==> src/design/sha256_pkg.sv <==
// ----------------------------------------------------------------------------
// sha256 package
// shared types, round constants and initial hash values
// ----------------------------------------------------------------------------
package sha256_pkg;

   // controller states
   typedef enum logic [2:0] {
      ST_IDLE,
      ST_PAD_MARK,
      ST_PAD_ZERO,
      ST_PAD_LEN,
      ST_ROUND,
      ST_ADD,
      ST_EMIT
   } state_type;

   // source of the byte shifted into the block buffer
   typedef enum logic [1:0] {
      SEL_MSG,
      SEL_MARK,
      SEL_ZERO,
      SEL_LEN
   } byte_sel_type;

   // controller to datapath commands
   typedef struct packed {
      logic         shift;
      byte_sel_type byte_sel;
      logic [2:0]   len_idx;
      logic         count_byte;
      logic         round;
      logic [5:0]   round_idx;
      logic         add;
      logic         restart;
      logic [2:0]   word_idx;
   } dp_cmd_type;

   localparam logic [7:0] PAD_BYTE   = 8'h80;
   localparam logic [5:0] LAST_FILL  = 6'd63;
   localparam logic [5:0] LEN_FILL   = 6'd56;
   localparam logic [5:0] LAST_ROUND = 6'd63;
   localparam logic [2:0] LAST_WORD  = 3'd7;

   localparam logic [31:0] INIT_HASH [8] = '{
      32'h6a09e667, 32'hbb67ae85, 32'h3c6ef372, 32'ha54ff53a,
      32'h510e527f, 32'h9b05688c, 32'h1f83d9ab, 32'h5be0cd19
   };

   localparam logic [31:0] ROUND_K [64] = '{
      32'h428a2f98, 32'h71374491, 32'hb5c0fbcf, 32'he9b5dba5,
      32'h3956c25b, 32'h59f111f1, 32'h923f82a4, 32'hab1c5ed5,
      32'hd807aa98, 32'h12835b01, 32'h243185be, 32'h550c7dc3,
      32'h72be5d74, 32'h80deb1fe, 32'h9bdc06a7, 32'hc19bf174,
      32'he49b69c1, 32'hefbe4786, 32'h0fc19dc6, 32'h240ca1cc,
      32'h2de92c6f, 32'h4a7484aa, 32'h5cb0a9dc, 32'h76f988da,
      32'h983e5152, 32'ha831c66d, 32'hb00327c8, 32'hbf597fc7,
      32'hc6e00bf3, 32'hd5a79147, 32'h06ca6351, 32'h14292967,
      32'h27b70a85, 32'h2e1b2138, 32'h4d2c6dfc, 32'h53380d13,
      32'h650a7354, 32'h766a0abb, 32'h81c2c92e, 32'h92722c85,
      32'ha2bfe8a1, 32'ha81a664b, 32'hc24b8b70, 32'hc76c51a3,
      32'hd192e819, 32'hd6990624, 32'hf40e3585, 32'h106aa070,
      32'h19a4c116, 32'h1e376c08, 32'h2748774c, 32'h34b0bcb5,
      32'h391c0cb3, 32'h4ed8aa4a, 32'h5b9cca4f, 32'h682e6ff3,
      32'h748f82ee, 32'h78a5636f, 32'h84c87814, 32'h8cc70208,
      32'h90befffa, 32'ha4506ceb, 32'hbef9a3f7, 32'hc67178f2
   };

endpackage

==> src/design/sha256_if.sv <==
// ----------------------------------------------------------------------------
// sha256 channel interfaces
// valid/ready channels for message bytes and digest words
// ----------------------------------------------------------------------------

// message byte channel
interface sha256_req_if;
   logic       valid;
   logic       ready;
   logic [7:0] msg_byte;
   logic       byte_valid;
   logic       end_of_message;

   modport source (output valid, msg_byte, byte_valid, end_of_message, input ready);
   modport sink   (input valid, msg_byte, byte_valid, end_of_message, output ready);
endinterface

// digest word channel
interface sha256_rsp_if;
   logic        valid;
   logic        ready;
   logic [2:0]  word_index;
   logic [31:0] digest_word;
   logic        last_word;

   modport source (output valid, word_index, digest_word, last_word, input ready);
   modport sink   (input valid, word_index, digest_word, last_word, output ready);
endinterface

==> src/design/sha256_ctrl.sv <==
// ----------------------------------------------------------------------------
// sha256 controller
// sequences byte intake, padding, compression rounds and digest output
// ----------------------------------------------------------------------------
module sha256_ctrl (
   input  logic                   clock,
   input  logic                   reset,
   input  logic                   req_valid,
   input  logic                   byte_valid,
   input  logic                   end_of_message,
   output logic                   req_ready,
   output logic                   rsp_valid,
   input  logic                   rsp_ready,
   output logic [2:0]             word_index,
   output logic                   last_word,
   output sha256_pkg::dp_cmd_type cmd
);

   sha256_pkg::state_type state_ff, state_in;
   sha256_pkg::state_type ret_ff, ret_in;
   logic [5:0] fill_ff, fill_in;
   logic [5:0] round_ff, round_in;
   logic [2:0] word_ff, word_in;
   logic       block_full;

   assign block_full = (fill_ff == sha256_pkg::LAST_FILL);

   // next state
   always_comb begin
      state_in = state_ff;
      ret_in   = ret_ff;
      case (state_ff)
         sha256_pkg::ST_IDLE: begin
            if (req_valid) begin
               if (byte_valid && block_full) begin
                  state_in = sha256_pkg::ST_ROUND;
                  ret_in   = end_of_message ? sha256_pkg::ST_PAD_MARK : sha256_pkg::ST_IDLE;
               end else if (end_of_message) begin
                  state_in = sha256_pkg::ST_PAD_MARK;
               end
            end
         end
         sha256_pkg::ST_PAD_MARK: begin
            if (block_full) begin
               state_in = sha256_pkg::ST_ROUND;
               ret_in   = sha256_pkg::ST_PAD_ZERO;
            end else begin
               state_in = sha256_pkg::ST_PAD_ZERO;
            end
         end
         sha256_pkg::ST_PAD_ZERO: begin
            if (fill_ff == sha256_pkg::LEN_FILL) begin
               state_in = sha256_pkg::ST_PAD_LEN;
            end else if (block_full) begin
               state_in = sha256_pkg::ST_ROUND;
               ret_in   = sha256_pkg::ST_PAD_ZERO;
            end
         end
         sha256_pkg::ST_PAD_LEN: begin
            if (block_full) begin
               state_in = sha256_pkg::ST_ROUND;
               ret_in   = sha256_pkg::ST_EMIT;
            end
         end
         sha256_pkg::ST_ROUND: begin
            if (round_ff == sha256_pkg::LAST_ROUND) begin
               state_in = sha256_pkg::ST_ADD;
            end
         end
         sha256_pkg::ST_ADD: begin
            state_in = ret_ff;
         end
         sha256_pkg::ST_EMIT: begin
            if (rsp_ready && (word_ff == sha256_pkg::LAST_WORD)) begin
               state_in = sha256_pkg::ST_IDLE;
            end
         end
         default: begin
            state_in = sha256_pkg::ST_IDLE;
         end
      endcase
   end

   // outputs and datapath commands
   always_comb begin
      req_ready      = 1'b0;
      rsp_valid      = 1'b0;
      cmd            = '0;
      cmd.byte_sel   = sha256_pkg::SEL_ZERO;
      cmd.len_idx    = fill_ff[2:0];
      cmd.round_idx  = round_ff;
      cmd.word_idx   = word_ff;
      case (state_ff)
         sha256_pkg::ST_IDLE: begin
            req_ready      = 1'b1;
            cmd.shift      = req_valid && byte_valid;
            cmd.count_byte = req_valid && byte_valid;
            cmd.byte_sel   = sha256_pkg::SEL_MSG;
         end
         sha256_pkg::ST_PAD_MARK: begin
            cmd.shift    = 1'b1;
            cmd.byte_sel = sha256_pkg::SEL_MARK;
         end
         sha256_pkg::ST_PAD_ZERO: begin
            cmd.shift = (fill_ff != sha256_pkg::LEN_FILL);
         end
         sha256_pkg::ST_PAD_LEN: begin
            cmd.shift    = 1'b1;
            cmd.byte_sel = sha256_pkg::SEL_LEN;
         end
         sha256_pkg::ST_ROUND: begin
            cmd.round = 1'b1;
         end
         sha256_pkg::ST_ADD: begin
            cmd.add = 1'b1;
         end
         sha256_pkg::ST_EMIT: begin
            rsp_valid   = 1'b1;
            cmd.restart = rsp_ready && (word_ff == sha256_pkg::LAST_WORD);
         end
         default: begin
            req_ready = 1'b0;
         end
      endcase
   end

   // counters
   always_comb begin
      fill_in  = cmd.shift ? fill_ff + 6'd1 : fill_ff;
      round_in = cmd.round ? round_ff + 6'd1 : 6'd0;
      word_in  = (rsp_valid && rsp_ready) ? word_ff + 3'd1 : word_ff;
   end

   always_ff @(posedge clock) begin
      if (reset) begin
         state_ff <= sha256_pkg::ST_IDLE;
         ret_ff   <= sha256_pkg::ST_IDLE;
         fill_ff  <= 6'd0;
         round_ff <= 6'd0;
         word_ff  <= 3'd0;
      end else begin
         state_ff <= state_in;
         ret_ff   <= ret_in;
         fill_ff  <= fill_in;
         round_ff <= round_in;
         word_ff  <= word_in;
      end
   end

   assign word_index = word_ff;
   assign last_word  = (word_ff == sha256_pkg::LAST_WORD);

endmodule

==> src/design/sha256_dp.sv <==
// ----------------------------------------------------------------------------
// sha256 datapath
// block buffer doubling as schedule shift line, round unit, chaining words
// ----------------------------------------------------------------------------
module sha256_dp (
   input  logic                   clock,
   input  logic                   reset,
   input  sha256_pkg::dp_cmd_type cmd,
   input  logic [7:0]             msg_byte,
   output logic [31:0]            digest_word
);

   logic [31:0] block_ff [16];
   logic [31:0] block_in [16];
   logic [31:0] hash_ff  [8];
   logic [31:0] hash_in  [8];
   logic [31:0] work_ff  [8];
   logic [31:0] work_in  [8];
   logic [63:0] bitlen_ff, bitlen_in;
   logic [7:0]  shift_byte;
   logic [31:0] sched_word;
   logic [31:0] t1, t2;

   function automatic logic [31:0] rotr(input logic [31:0] x, input int unsigned n);
      return (x >> n) | (x << (32 - n));
   endfunction

   function automatic logic [31:0] big_s0(input logic [31:0] x);
      return rotr(x, 2) ^ rotr(x, 13) ^ rotr(x, 22);
   endfunction

   function automatic logic [31:0] big_s1(input logic [31:0] x);
      return rotr(x, 6) ^ rotr(x, 11) ^ rotr(x, 25);
   endfunction

   function automatic logic [31:0] small_s0(input logic [31:0] x);
      return rotr(x, 7) ^ rotr(x, 18) ^ (x >> 3);
   endfunction

   function automatic logic [31:0] small_s1(input logic [31:0] x);
      return rotr(x, 17) ^ rotr(x, 19) ^ (x >> 10);
   endfunction

   // byte source for the block buffer
   always_comb begin
      case (cmd.byte_sel)
         sha256_pkg::SEL_MSG:  shift_byte = msg_byte;
         sha256_pkg::SEL_MARK: shift_byte = sha256_pkg::PAD_BYTE;
         sha256_pkg::SEL_LEN:  shift_byte = bitlen_ff[{~cmd.len_idx, 3'b000} +: 8];
         default:              shift_byte = 8'h00;
      endcase
   end

   // next schedule word from the fixed taps of the shift line
   assign sched_word = small_s1(block_ff[14]) + block_ff[9] + small_s0(block_ff[1]) + block_ff[0];

   // block buffer: byte shift on intake, word shift during rounds
   always_comb begin
      block_in = block_ff;
      if (cmd.shift) begin
         for (int i = 0; i < 15; i++) begin
            block_in[i] = {block_ff[i][23:0], block_ff[i+1][31:24]};
         end
         block_in[15] = {block_ff[15][23:0], shift_byte};
      end else if (cmd.round) begin
         for (int i = 0; i < 15; i++) begin
            block_in[i] = block_ff[i+1];
         end
         block_in[15] = sched_word;
      end
   end

   // one compression round
   assign t1 = work_ff[7] + big_s1(work_ff[4])
             + ((work_ff[4] & work_ff[5]) ^ (~work_ff[4] & work_ff[6]))
             + sha256_pkg::ROUND_K[cmd.round_idx] + block_ff[0];
   assign t2 = big_s0(work_ff[0])
             + ((work_ff[0] & work_ff[1]) ^ (work_ff[0] & work_ff[2])
                ^ (work_ff[1] & work_ff[2]));

   always_comb begin
      if (cmd.round) begin
         work_in[0] = t1 + t2;
         work_in[1] = work_ff[0];
         work_in[2] = work_ff[1];
         work_in[3] = work_ff[2];
         work_in[4] = work_ff[3] + t1;
         work_in[5] = work_ff[4];
         work_in[6] = work_ff[5];
         work_in[7] = work_ff[6];
      end else begin
         work_in = hash_ff;
      end
   end

   // chaining words and message length
   always_comb begin
      hash_in   = hash_ff;
      bitlen_in = bitlen_ff;
      if (cmd.restart) begin
         hash_in   = sha256_pkg::INIT_HASH;
         bitlen_in = 64'd0;
      end else begin
         if (cmd.add) begin
            for (int i = 0; i < 8; i++) begin
               hash_in[i] = hash_ff[i] + work_ff[i];
            end
         end
         if (cmd.count_byte) begin
            bitlen_in = bitlen_ff + 64'd8;
         end
      end
   end

   always_ff @(posedge clock) begin
      if (reset) begin
         hash_ff   <= sha256_pkg::INIT_HASH;
         bitlen_ff <= 64'd0;
      end else begin
         hash_ff   <= hash_in;
         bitlen_ff <= bitlen_in;
      end
   end

   always_ff @(posedge clock) begin
      block_ff <= block_in;
      work_ff  <= work_in;
   end

   assign digest_word = hash_ff[cmd.word_idx];

endmodule

==> src/design/sha256_byte_stream_hasher.sv <==
// A byte transaction is taken while the controller is idle; a full 64-byte block is then compressed
// (64 rounds on one shared round unit, then a fold into the chaining words).
// End of message: padding (0x80 mark, zeros, 64-bit length) plus one or two compressions,
// then 8 digest transactions, one per cycle while rsp is ready.
// No new bytes are taken during compression, padding or digest output.
// Reset (synchronous): initial hash values, zero length and fill; block buffer not cleared.
// ----------------------------------------------------------------------------
// sha256 byte stream hasher
// top level joining the controller and the datapath to the two channels
// ----------------------------------------------------------------------------
module sha256_byte_stream_hasher (
   input  logic              clock,
   input  logic              reset,
   sha256_req_if.sink        req_chan,
   sha256_rsp_if.source      rsp_chan
);

   sha256_pkg::dp_cmd_type cmd;
   logic                   req_ready;
   logic                   rsp_valid;
   logic [2:0]             word_index;
   logic                   last_word;
   logic [31:0]            digest_word;

   // sequencer
   sha256_ctrl u_ctrl (
      .clock          (clock),
      .reset          (reset),
      .req_valid      (req_chan.valid),
      .byte_valid     (req_chan.byte_valid),
      .end_of_message (req_chan.end_of_message),
      .req_ready      (req_ready),
      .rsp_valid      (rsp_valid),
      .rsp_ready      (rsp_chan.ready),
      .word_index     (word_index),
      .last_word      (last_word),
      .cmd            (cmd)
   );

   // hashing datapath
   sha256_dp u_dp (
      .clock       (clock),
      .reset       (reset),
      .cmd         (cmd),
      .msg_byte    (req_chan.msg_byte),
      .digest_word (digest_word)
   );

   assign req_chan.ready       = req_ready;
   assign rsp_chan.valid       = rsp_valid;
   assign rsp_chan.word_index  = word_index;
   assign rsp_chan.digest_word = digest_word;
   assign rsp_chan.last_word   = last_word;

endmodule

==> src/flat_wrapper.sv <==
// flat-port wrapper written by rule: the top's interface ports become plain ports
module sha256_byte_stream_hasher_flat 
  (clock, reset, req_chan_valid, req_chan_msg_byte, req_chan_byte_valid, req_chan_end_of_message, req_chan_ready, rsp_chan_valid, rsp_chan_word_index, rsp_chan_digest_word, rsp_chan_last_word, rsp_chan_ready);
  sha256_req_if req_chan_i ();
  sha256_rsp_if rsp_chan_i ();
  input  logic clock;
  input  logic reset;
  input wire logic [$bits(req_chan_i.valid)-1:0] req_chan_valid;
  input wire logic [$bits(req_chan_i.msg_byte)-1:0] req_chan_msg_byte;
  input wire logic [$bits(req_chan_i.byte_valid)-1:0] req_chan_byte_valid;
  input wire logic [$bits(req_chan_i.end_of_message)-1:0] req_chan_end_of_message;
  output wire logic [$bits(req_chan_i.ready)-1:0] req_chan_ready;
  output wire logic [$bits(rsp_chan_i.valid)-1:0] rsp_chan_valid;
  output wire logic [$bits(rsp_chan_i.word_index)-1:0] rsp_chan_word_index;
  output wire logic [$bits(rsp_chan_i.digest_word)-1:0] rsp_chan_digest_word;
  output wire logic [$bits(rsp_chan_i.last_word)-1:0] rsp_chan_last_word;
  input wire logic [$bits(rsp_chan_i.ready)-1:0] rsp_chan_ready;
  assign req_chan_i.valid = req_chan_valid;
  assign req_chan_i.msg_byte = req_chan_msg_byte;
  assign req_chan_i.byte_valid = req_chan_byte_valid;
  assign req_chan_i.end_of_message = req_chan_end_of_message;
  assign req_chan_ready = req_chan_i.ready;
  assign rsp_chan_valid = rsp_chan_i.valid;
  assign rsp_chan_word_index = rsp_chan_i.word_index;
  assign rsp_chan_digest_word = rsp_chan_i.digest_word;
  assign rsp_chan_last_word = rsp_chan_i.last_word;
  assign rsp_chan_i.ready = rsp_chan_ready;
  sha256_byte_stream_hasher u_core (.clock(clock), .reset(reset), .req_chan(req_chan_i), .rsp_chan(rsp_chan_i));
endmodule
==> config.mk <==
export PLATFORM = sky130hd
export DESIGN_NAME = sha256_byte_stream_hasher_flat
export DESIGN_NICKNAME = d
export VERILOG_FILES = /design/src/design/sha256_pkg.sv /design/src/design/sha256_if.sv /design/src/design/sha256_ctrl.sv /design/src/design/sha256_dp.sv /design/src/design/sha256_byte_stream_hasher.sv /design/src/flat_wrapper.sv
export SDC_FILE = /design/constraint.sdc
export NUM_CORES = 2
export LEC_CHECK = 0
export BUFFER_PORTS_ARGS = -buffer_cell sky130_fd_sc_hd__buf_2
export CAP_MARGIN = 20
export CORE_MARGIN = 2
export CORE_UTILIZATION = 40
export CTS_CLUSTER_SIZE = 25
export DETAILED_ROUTE_END_ITERATION = 10
export MAX_ROUTING_LAYER = met4
export PLACE_DENSITY = 0.54
export SYNTH_ARGS = -nofsm -noshare
export SYNTH_HDL_FRONTEND = slang
export SYNTH_HIERARCHICAL = 1
export SYNTH_SLANG_ARGS = --single-unit
==> constraint.sdc <==
create_clock -name clock -period 17.12 [get_ports clock]
set_clock_uncertainty 0.05 [all_clocks]
set_input_delay 1.712 -clock clock [delete_from_list [all_inputs] [get_ports clock]]
set_output_delay 1.712 -clock clock [all_outputs]
set_load 0.02 [all_outputs]
; ---- After elaboration in Yosys (flattened, before gate mapping)
; Memories as Yosys holds them, arrays and structs flattened.
; Cells that the tools add are included.
[word_totals]
mem_count = 1
ff_bits = 1109
ramBits = 0
romBits = 2048
latchBits = 0
word_cells = 161
[op_classes]
multipliers = 0
mux = 33
n_eq_ne = 20
order_cmp = 2
bitwise_logic = 31
div_mod_pow = 0
n_shift = 1
n_reduce_logical = 13
addsub = 22
[mem_list]
columns = name, words, word_bits, read_ports, rd_ports_with_merged_regs, write_ports, line_no
row1 = (no name shown), 64, 32, 1, 0, 0, sha256_dp.sv:76  ; + sha256_pkg::ROUND_K[cmd.round_idx] + block_ff[0];
[ops]
columns = op, count
row1 = 2-to-1 mux 512 bit, 2
row2 = adder 32 bit, 18
row3 = XOR 32 bit, 9
row4 = 2-to-1 mux 256 bit, 1
row5 = AND 32 bit, 5
row6 = 2-to-1 mux 32 bit, 4
row7 = binary-select mux 32 bit (select 3 bit), 1
row8 = "adder 64 x 4 -> 64 bit, second input constant", 1
row9 = variable part select 64 x 7 -> 8 bit, 1
row10 = 2-to-1 mux 3 bit, 13
row11 = inverter 32 bit, 1
row12 = OR 10 x 32 -> 32 bit, 1
row13 = OR 13 x 32 -> 32 bit, 1
row14 = OR 14 x 32 -> 32 bit, 1
row15 = OR 15 x 32 -> 32 bit, 1
row16 = OR 19 x 32 -> 32 bit, 1
row17 = OR 21 x 32 -> 32 bit, 1
row18 = OR 25 x 32 -> 32 bit, 1
row19 = OR 26 x 32 -> 32 bit, 1
row20 = OR 30 x 32 -> 32 bit, 1
row21 = OR 7 x 32 -> 32 bit, 1
row22 = XOR 32 x 22 -> 32 bit, 1
row23 = XOR 32 x 29 -> 32 bit, 1
row24 = case mux 8 bit (3 select lines), 1
row25 = other kinds (30), 53

; ---- Logic depth before layout (Yosys ltp)
[logic_depth]
depth_word = 9
depth_mapped = 38
mapped_depth_nobuf = 37

; ---- Hierarchy
; Netlist, hierarchy kept.
[modules_own_cells]
columns = mod, cells_per_inst, instances, area_each_um2
row1 = sha256_dp, 6948, 1, 71325.9
row2 = sha256_ctrl, 140, 1, 1202.4

; ---- Worst setup path before layout
; OpenSTA, ideal clock, no wires.
[synth_timing]
path_type = input -> register
start = in req_chan_valid
end = reg u_core/u_dp/block_ff[0] (netlist name) (enable)
arrival_time_ps = 10899
path_slack_ps = 2508
setup_ps = 3662
cell_stages = 6
n_path_buf = 2
path_cell_list = a211oi_4 a211oi_4 clkbuf_1 clkbuf_1 clkinv_1 nand2_1
[synth_rtl]
columns = element, line_no
row1 = from (decl), flat_wrapper.sv:8  ; input wire logic [$bits(req_chan_i.valid)-1:0] req_chan_valid;
row2 = to (signal assigned), sha256_dp.sv:126  ; block_ff <= block_in;
row3 = to (decl), sha256_dp.sv:13  ; logic [31:0] block_ff [16];

==> metrics.yaml <==
period_share_pct: 54.7
cts_hold_buf: 0
r2r_start: "u_core/u_ctrl/round_ff[0]"
async_flop_share_pct: 0
cp_slowest_cell: "ha_1"
die-area_sq_um: 185000
postRouteAntennaNets: 0
cts.sinks: 1106
syn_area_per_cell_sq_um: 10.2
crit_path_end: "u_core/u_dp/work_ff[255]"
maxCapViolations: 0
wl_per_cell_microns: 23.5
grt.overflow.total: 0
drv_slew: 0
nets: 7614
track_usage_pct: 24.4
seq_area_sq_um: 27300
slew_headroom_pct: 24.9
hp-class: "reg2reg"
worst_setup_path_end_kind: "flop"
yosysSeqAreaShare_pct: 37.6
numPortBuffers: 51
synth_top_flop_cell: "dfxtp_1"
clk_pin_slew_ps: 60
grt_antenna_before_repair: 4
setup_violations: 0
synth.net_count: 7693
crit_arrival_ps: 9980
clk_latency_ps: 800
critPathLaunchType: "flop"
cp_max_fo: 26
drc_errors: 0
p_leak_nw: 31.3
rr_worst_depth: 36
power_density_nw_per_um2: 232
r2r_setup_slack_ps: 7750
final_layout_size_suffix_gt1_share_pct: 16.8
cts_buffer_depth: 3
core_sq_um: 181000
max_stage_delay_ps: 800
globalplace.congestion: 0.948
die_y_microns: 430
final_common_cell: "mux2_2"
synth_cell_type_count: 99
num_vias: 52900
cts_made_buffers: 133
tritoncts: "built"
start_util_pct: 40.2
cpMostUsedCell: "inv_1"
fin_util_pct: 44.0
grt_max_degree: 187
synth_edf_count: 512
fin_setup_tns_ps: 0
clock-root-buffer: "clkbuf_16"
post_cts_buffers: 0
multi_input_area_sq_um: 42100
tightest_slew_ps: 1130
grt_pass1_vias: 52300
grt_pass1_wl_mm: 333
rsz0062_at_grt: "false"
final_hold_viol_count: 0
postCtsResizedCells: 0
die_w_microns: 430
ctsHtreeMaxLevel: 4
hpwl_mm: 167
drt_first_pass_iters: 6
num_io_pins: 52
viasPerCell: 5.58
routed_wl_mm: 223
n_fill_cell: 17100
diodes: 0
cp-startpoint: "u_core/u_ctrl/round_ff[0]"
ys.warnings.count: 6
vdd_ir_drop_max_mv: 0.256
rr_endpoint: "u_core/u_dp/work_ff[255]"
timing.fmax_mhz: 107
initialDrtViolationCount: 3956
worstSetupPathType: "reg2reg"
netlist_area_sq_um: 72500
ys_seq_elements: 1106
synth_cells: 7088
required_ps: 17730
rows: 156
area_growth_pct: 9.62
outcome: "complete, no violations"
period_needed_ps: 9370
final_cell_mix: "mux2_2 (747), dfxtp_1 (587), edfxtp_1 (512)"
## state kept, by name, summed over array words and instances (netlist names)
name / count
u_core/u_ctrl/fill_ff: 6
u_core/u_ctrl/ret_ff: 3
u_core/u_ctrl/round_ff: 6
u_core/u_ctrl/state_ff: 3
u_core/u_ctrl/word_index: 3
u_core/u_dp/bitlen_ff: 61
u_core/u_dp/block_ff: 512
u_core/u_dp/hash_ff: 256
u_core/u_dp/work_ff: 256
## final cells by class
class	instances	share of cell area, %
Clock inverter	62	0.976
Tap cell	2370	3.73
Inverter	507	2.40
Clock buffer	177	4.60
Multi-Input combinational cell	5155	53.0
Sequential cell	1106	34.3
Timing Repair Buffer	106	0.966
## Yosys cell counts, types with 30 or more instances
| master | instances | share of area [%] |
|---|---|---|
| nor2b_1 | 61 | 0.53 |
| nand2_1 | 438 | 2.3 |
| or3_1 | 34 | 0.29 |
| ha_1 | 396 | 6.8 |
| mux2i_1 | 103 | 1.4 |
| fa_1 | 195 | 5.4 |
| nand3_1 | 99 | 0.68 |
| a31oi_1 | 50 | 0.43 |
| a211oi_1 | 55 | 0.57 |
| o21bai_1 | 33 | 0.34 |
| o211ai_1 | 36 | 0.37 |
| and2_1 | 37 | 0.32 |
| o21ai_1 | 86 | 0.59 |
| o21a_1 | 75 | 0.78 |
| xor2_1 | 253 | 3.1 |
| edfxtp_1 | 512 | 21 |
| buf_1 | 44 | 0.23 |
| nand2b_1 | 67 | 0.58 |
| and3_1 | 56 | 0.48 |
| dfxtp_1 | 594 | 16 |
| mux2_2 | 747 | 12 |
| nor2_1 | 464 | 2.4 |
| nor3_1 | 95 | 0.66 |
| a21oi_1 | 426 | 2.9 |
| clkbuf_1 | 264 | 1.4 |
| mux4_2 | 84 | 2.6 |
| inv_1 | 502 | 2.6 |
| xnor2_1 | 361 | 4.4 |
| nand4_1 | 34 | 0.29 |
| a21o_1 | 187 | 1.9 |
| o21ai_0 | 356 | 2.5 |
| o31ai_1 | 30 | 0.31 |
## metal layers
metal	wire length, microns	up-vias	global-route usage (%)
li1	-	25200	-
met1	98500	26300	31.1
met2	108000	1166	40.5
met3	8000	312	2.41
met4	7920	0	8.47
met5	0	-	-
## where the power goes
part	total [mW]	switching [mW]	internal, mW
Sequential	4.11	0.426	3.69
Clock	2.89	1.19	1.70
Combinational	11.5	6.65	4.82
## stage by stage
step	cells	hold slack [ps]	power [mW]	area (sq um)	setup WS (ps)
after floorplan	7088	398	12.6	72500	2510
after global placement	9243	419	15.4	75100	7810
after detailed placement	9243	421	15.4	75100	7810
after CTS	9482	433	18.5	79500	7750
after global routing	9483	463	19.9	79500	7130
final	9483	433	18.5	79500	7750
## worst min path at each step
stage | start | endpoint | slack [ps] | depth (start not counted)
after CTS | u_core/u_ctrl/ret_ff[1] | u_core/u_ctrl/ret_ff[1] | 430 | 2
after global placement | u_core/u_ctrl/ret_ff[0] | u_core/u_ctrl/ret_ff[0] | 420 | 2
final | u_core/u_ctrl/ret_ff[1] | u_core/u_ctrl/ret_ff[1] | 430 | 2
after floorplan | u_core/u_ctrl/ret_ff[2] | u_core/u_ctrl/ret_ff[2] | 400 | 2
after detailed placement | u_core/u_ctrl/ret_ff[1] | u_core/u_ctrl/ret_ff[1] | 420 | 2
after global routing | u_core/u_ctrl/ret_ff[1] | u_core/u_ctrl/ret_ff[1] | 460 | 2
## logic make-up (layout without fill, tap and decap cells)
group	after synthesis	count (layout)	synth area share (%)
buffers and inverters	827	852	4.33
muxes	934	934	15.6
AOI/OAI and AO/OA	1553	1553	13.5
DFF	1106	1106	37.6
and+or+nand+nor	1460	1460	9.28
adders and majority gates	594	594	12.3
xor gates and xnor gates	614	614	7.41
## worst max-delay path: cells and delay by family, from the launching register on
family	cells	cell delay (ps)
flip-flops	1	310
multiplexers	1	260
buffers and inverters	7	1010
XOR/XNOR	2	480
AO/OA/AOI/OAI	12	2390
adder cells (fa/ha/maj)	6	2630
AND/OR/NAND/NOR	8	2110
(Power assumes the default switching activity.)
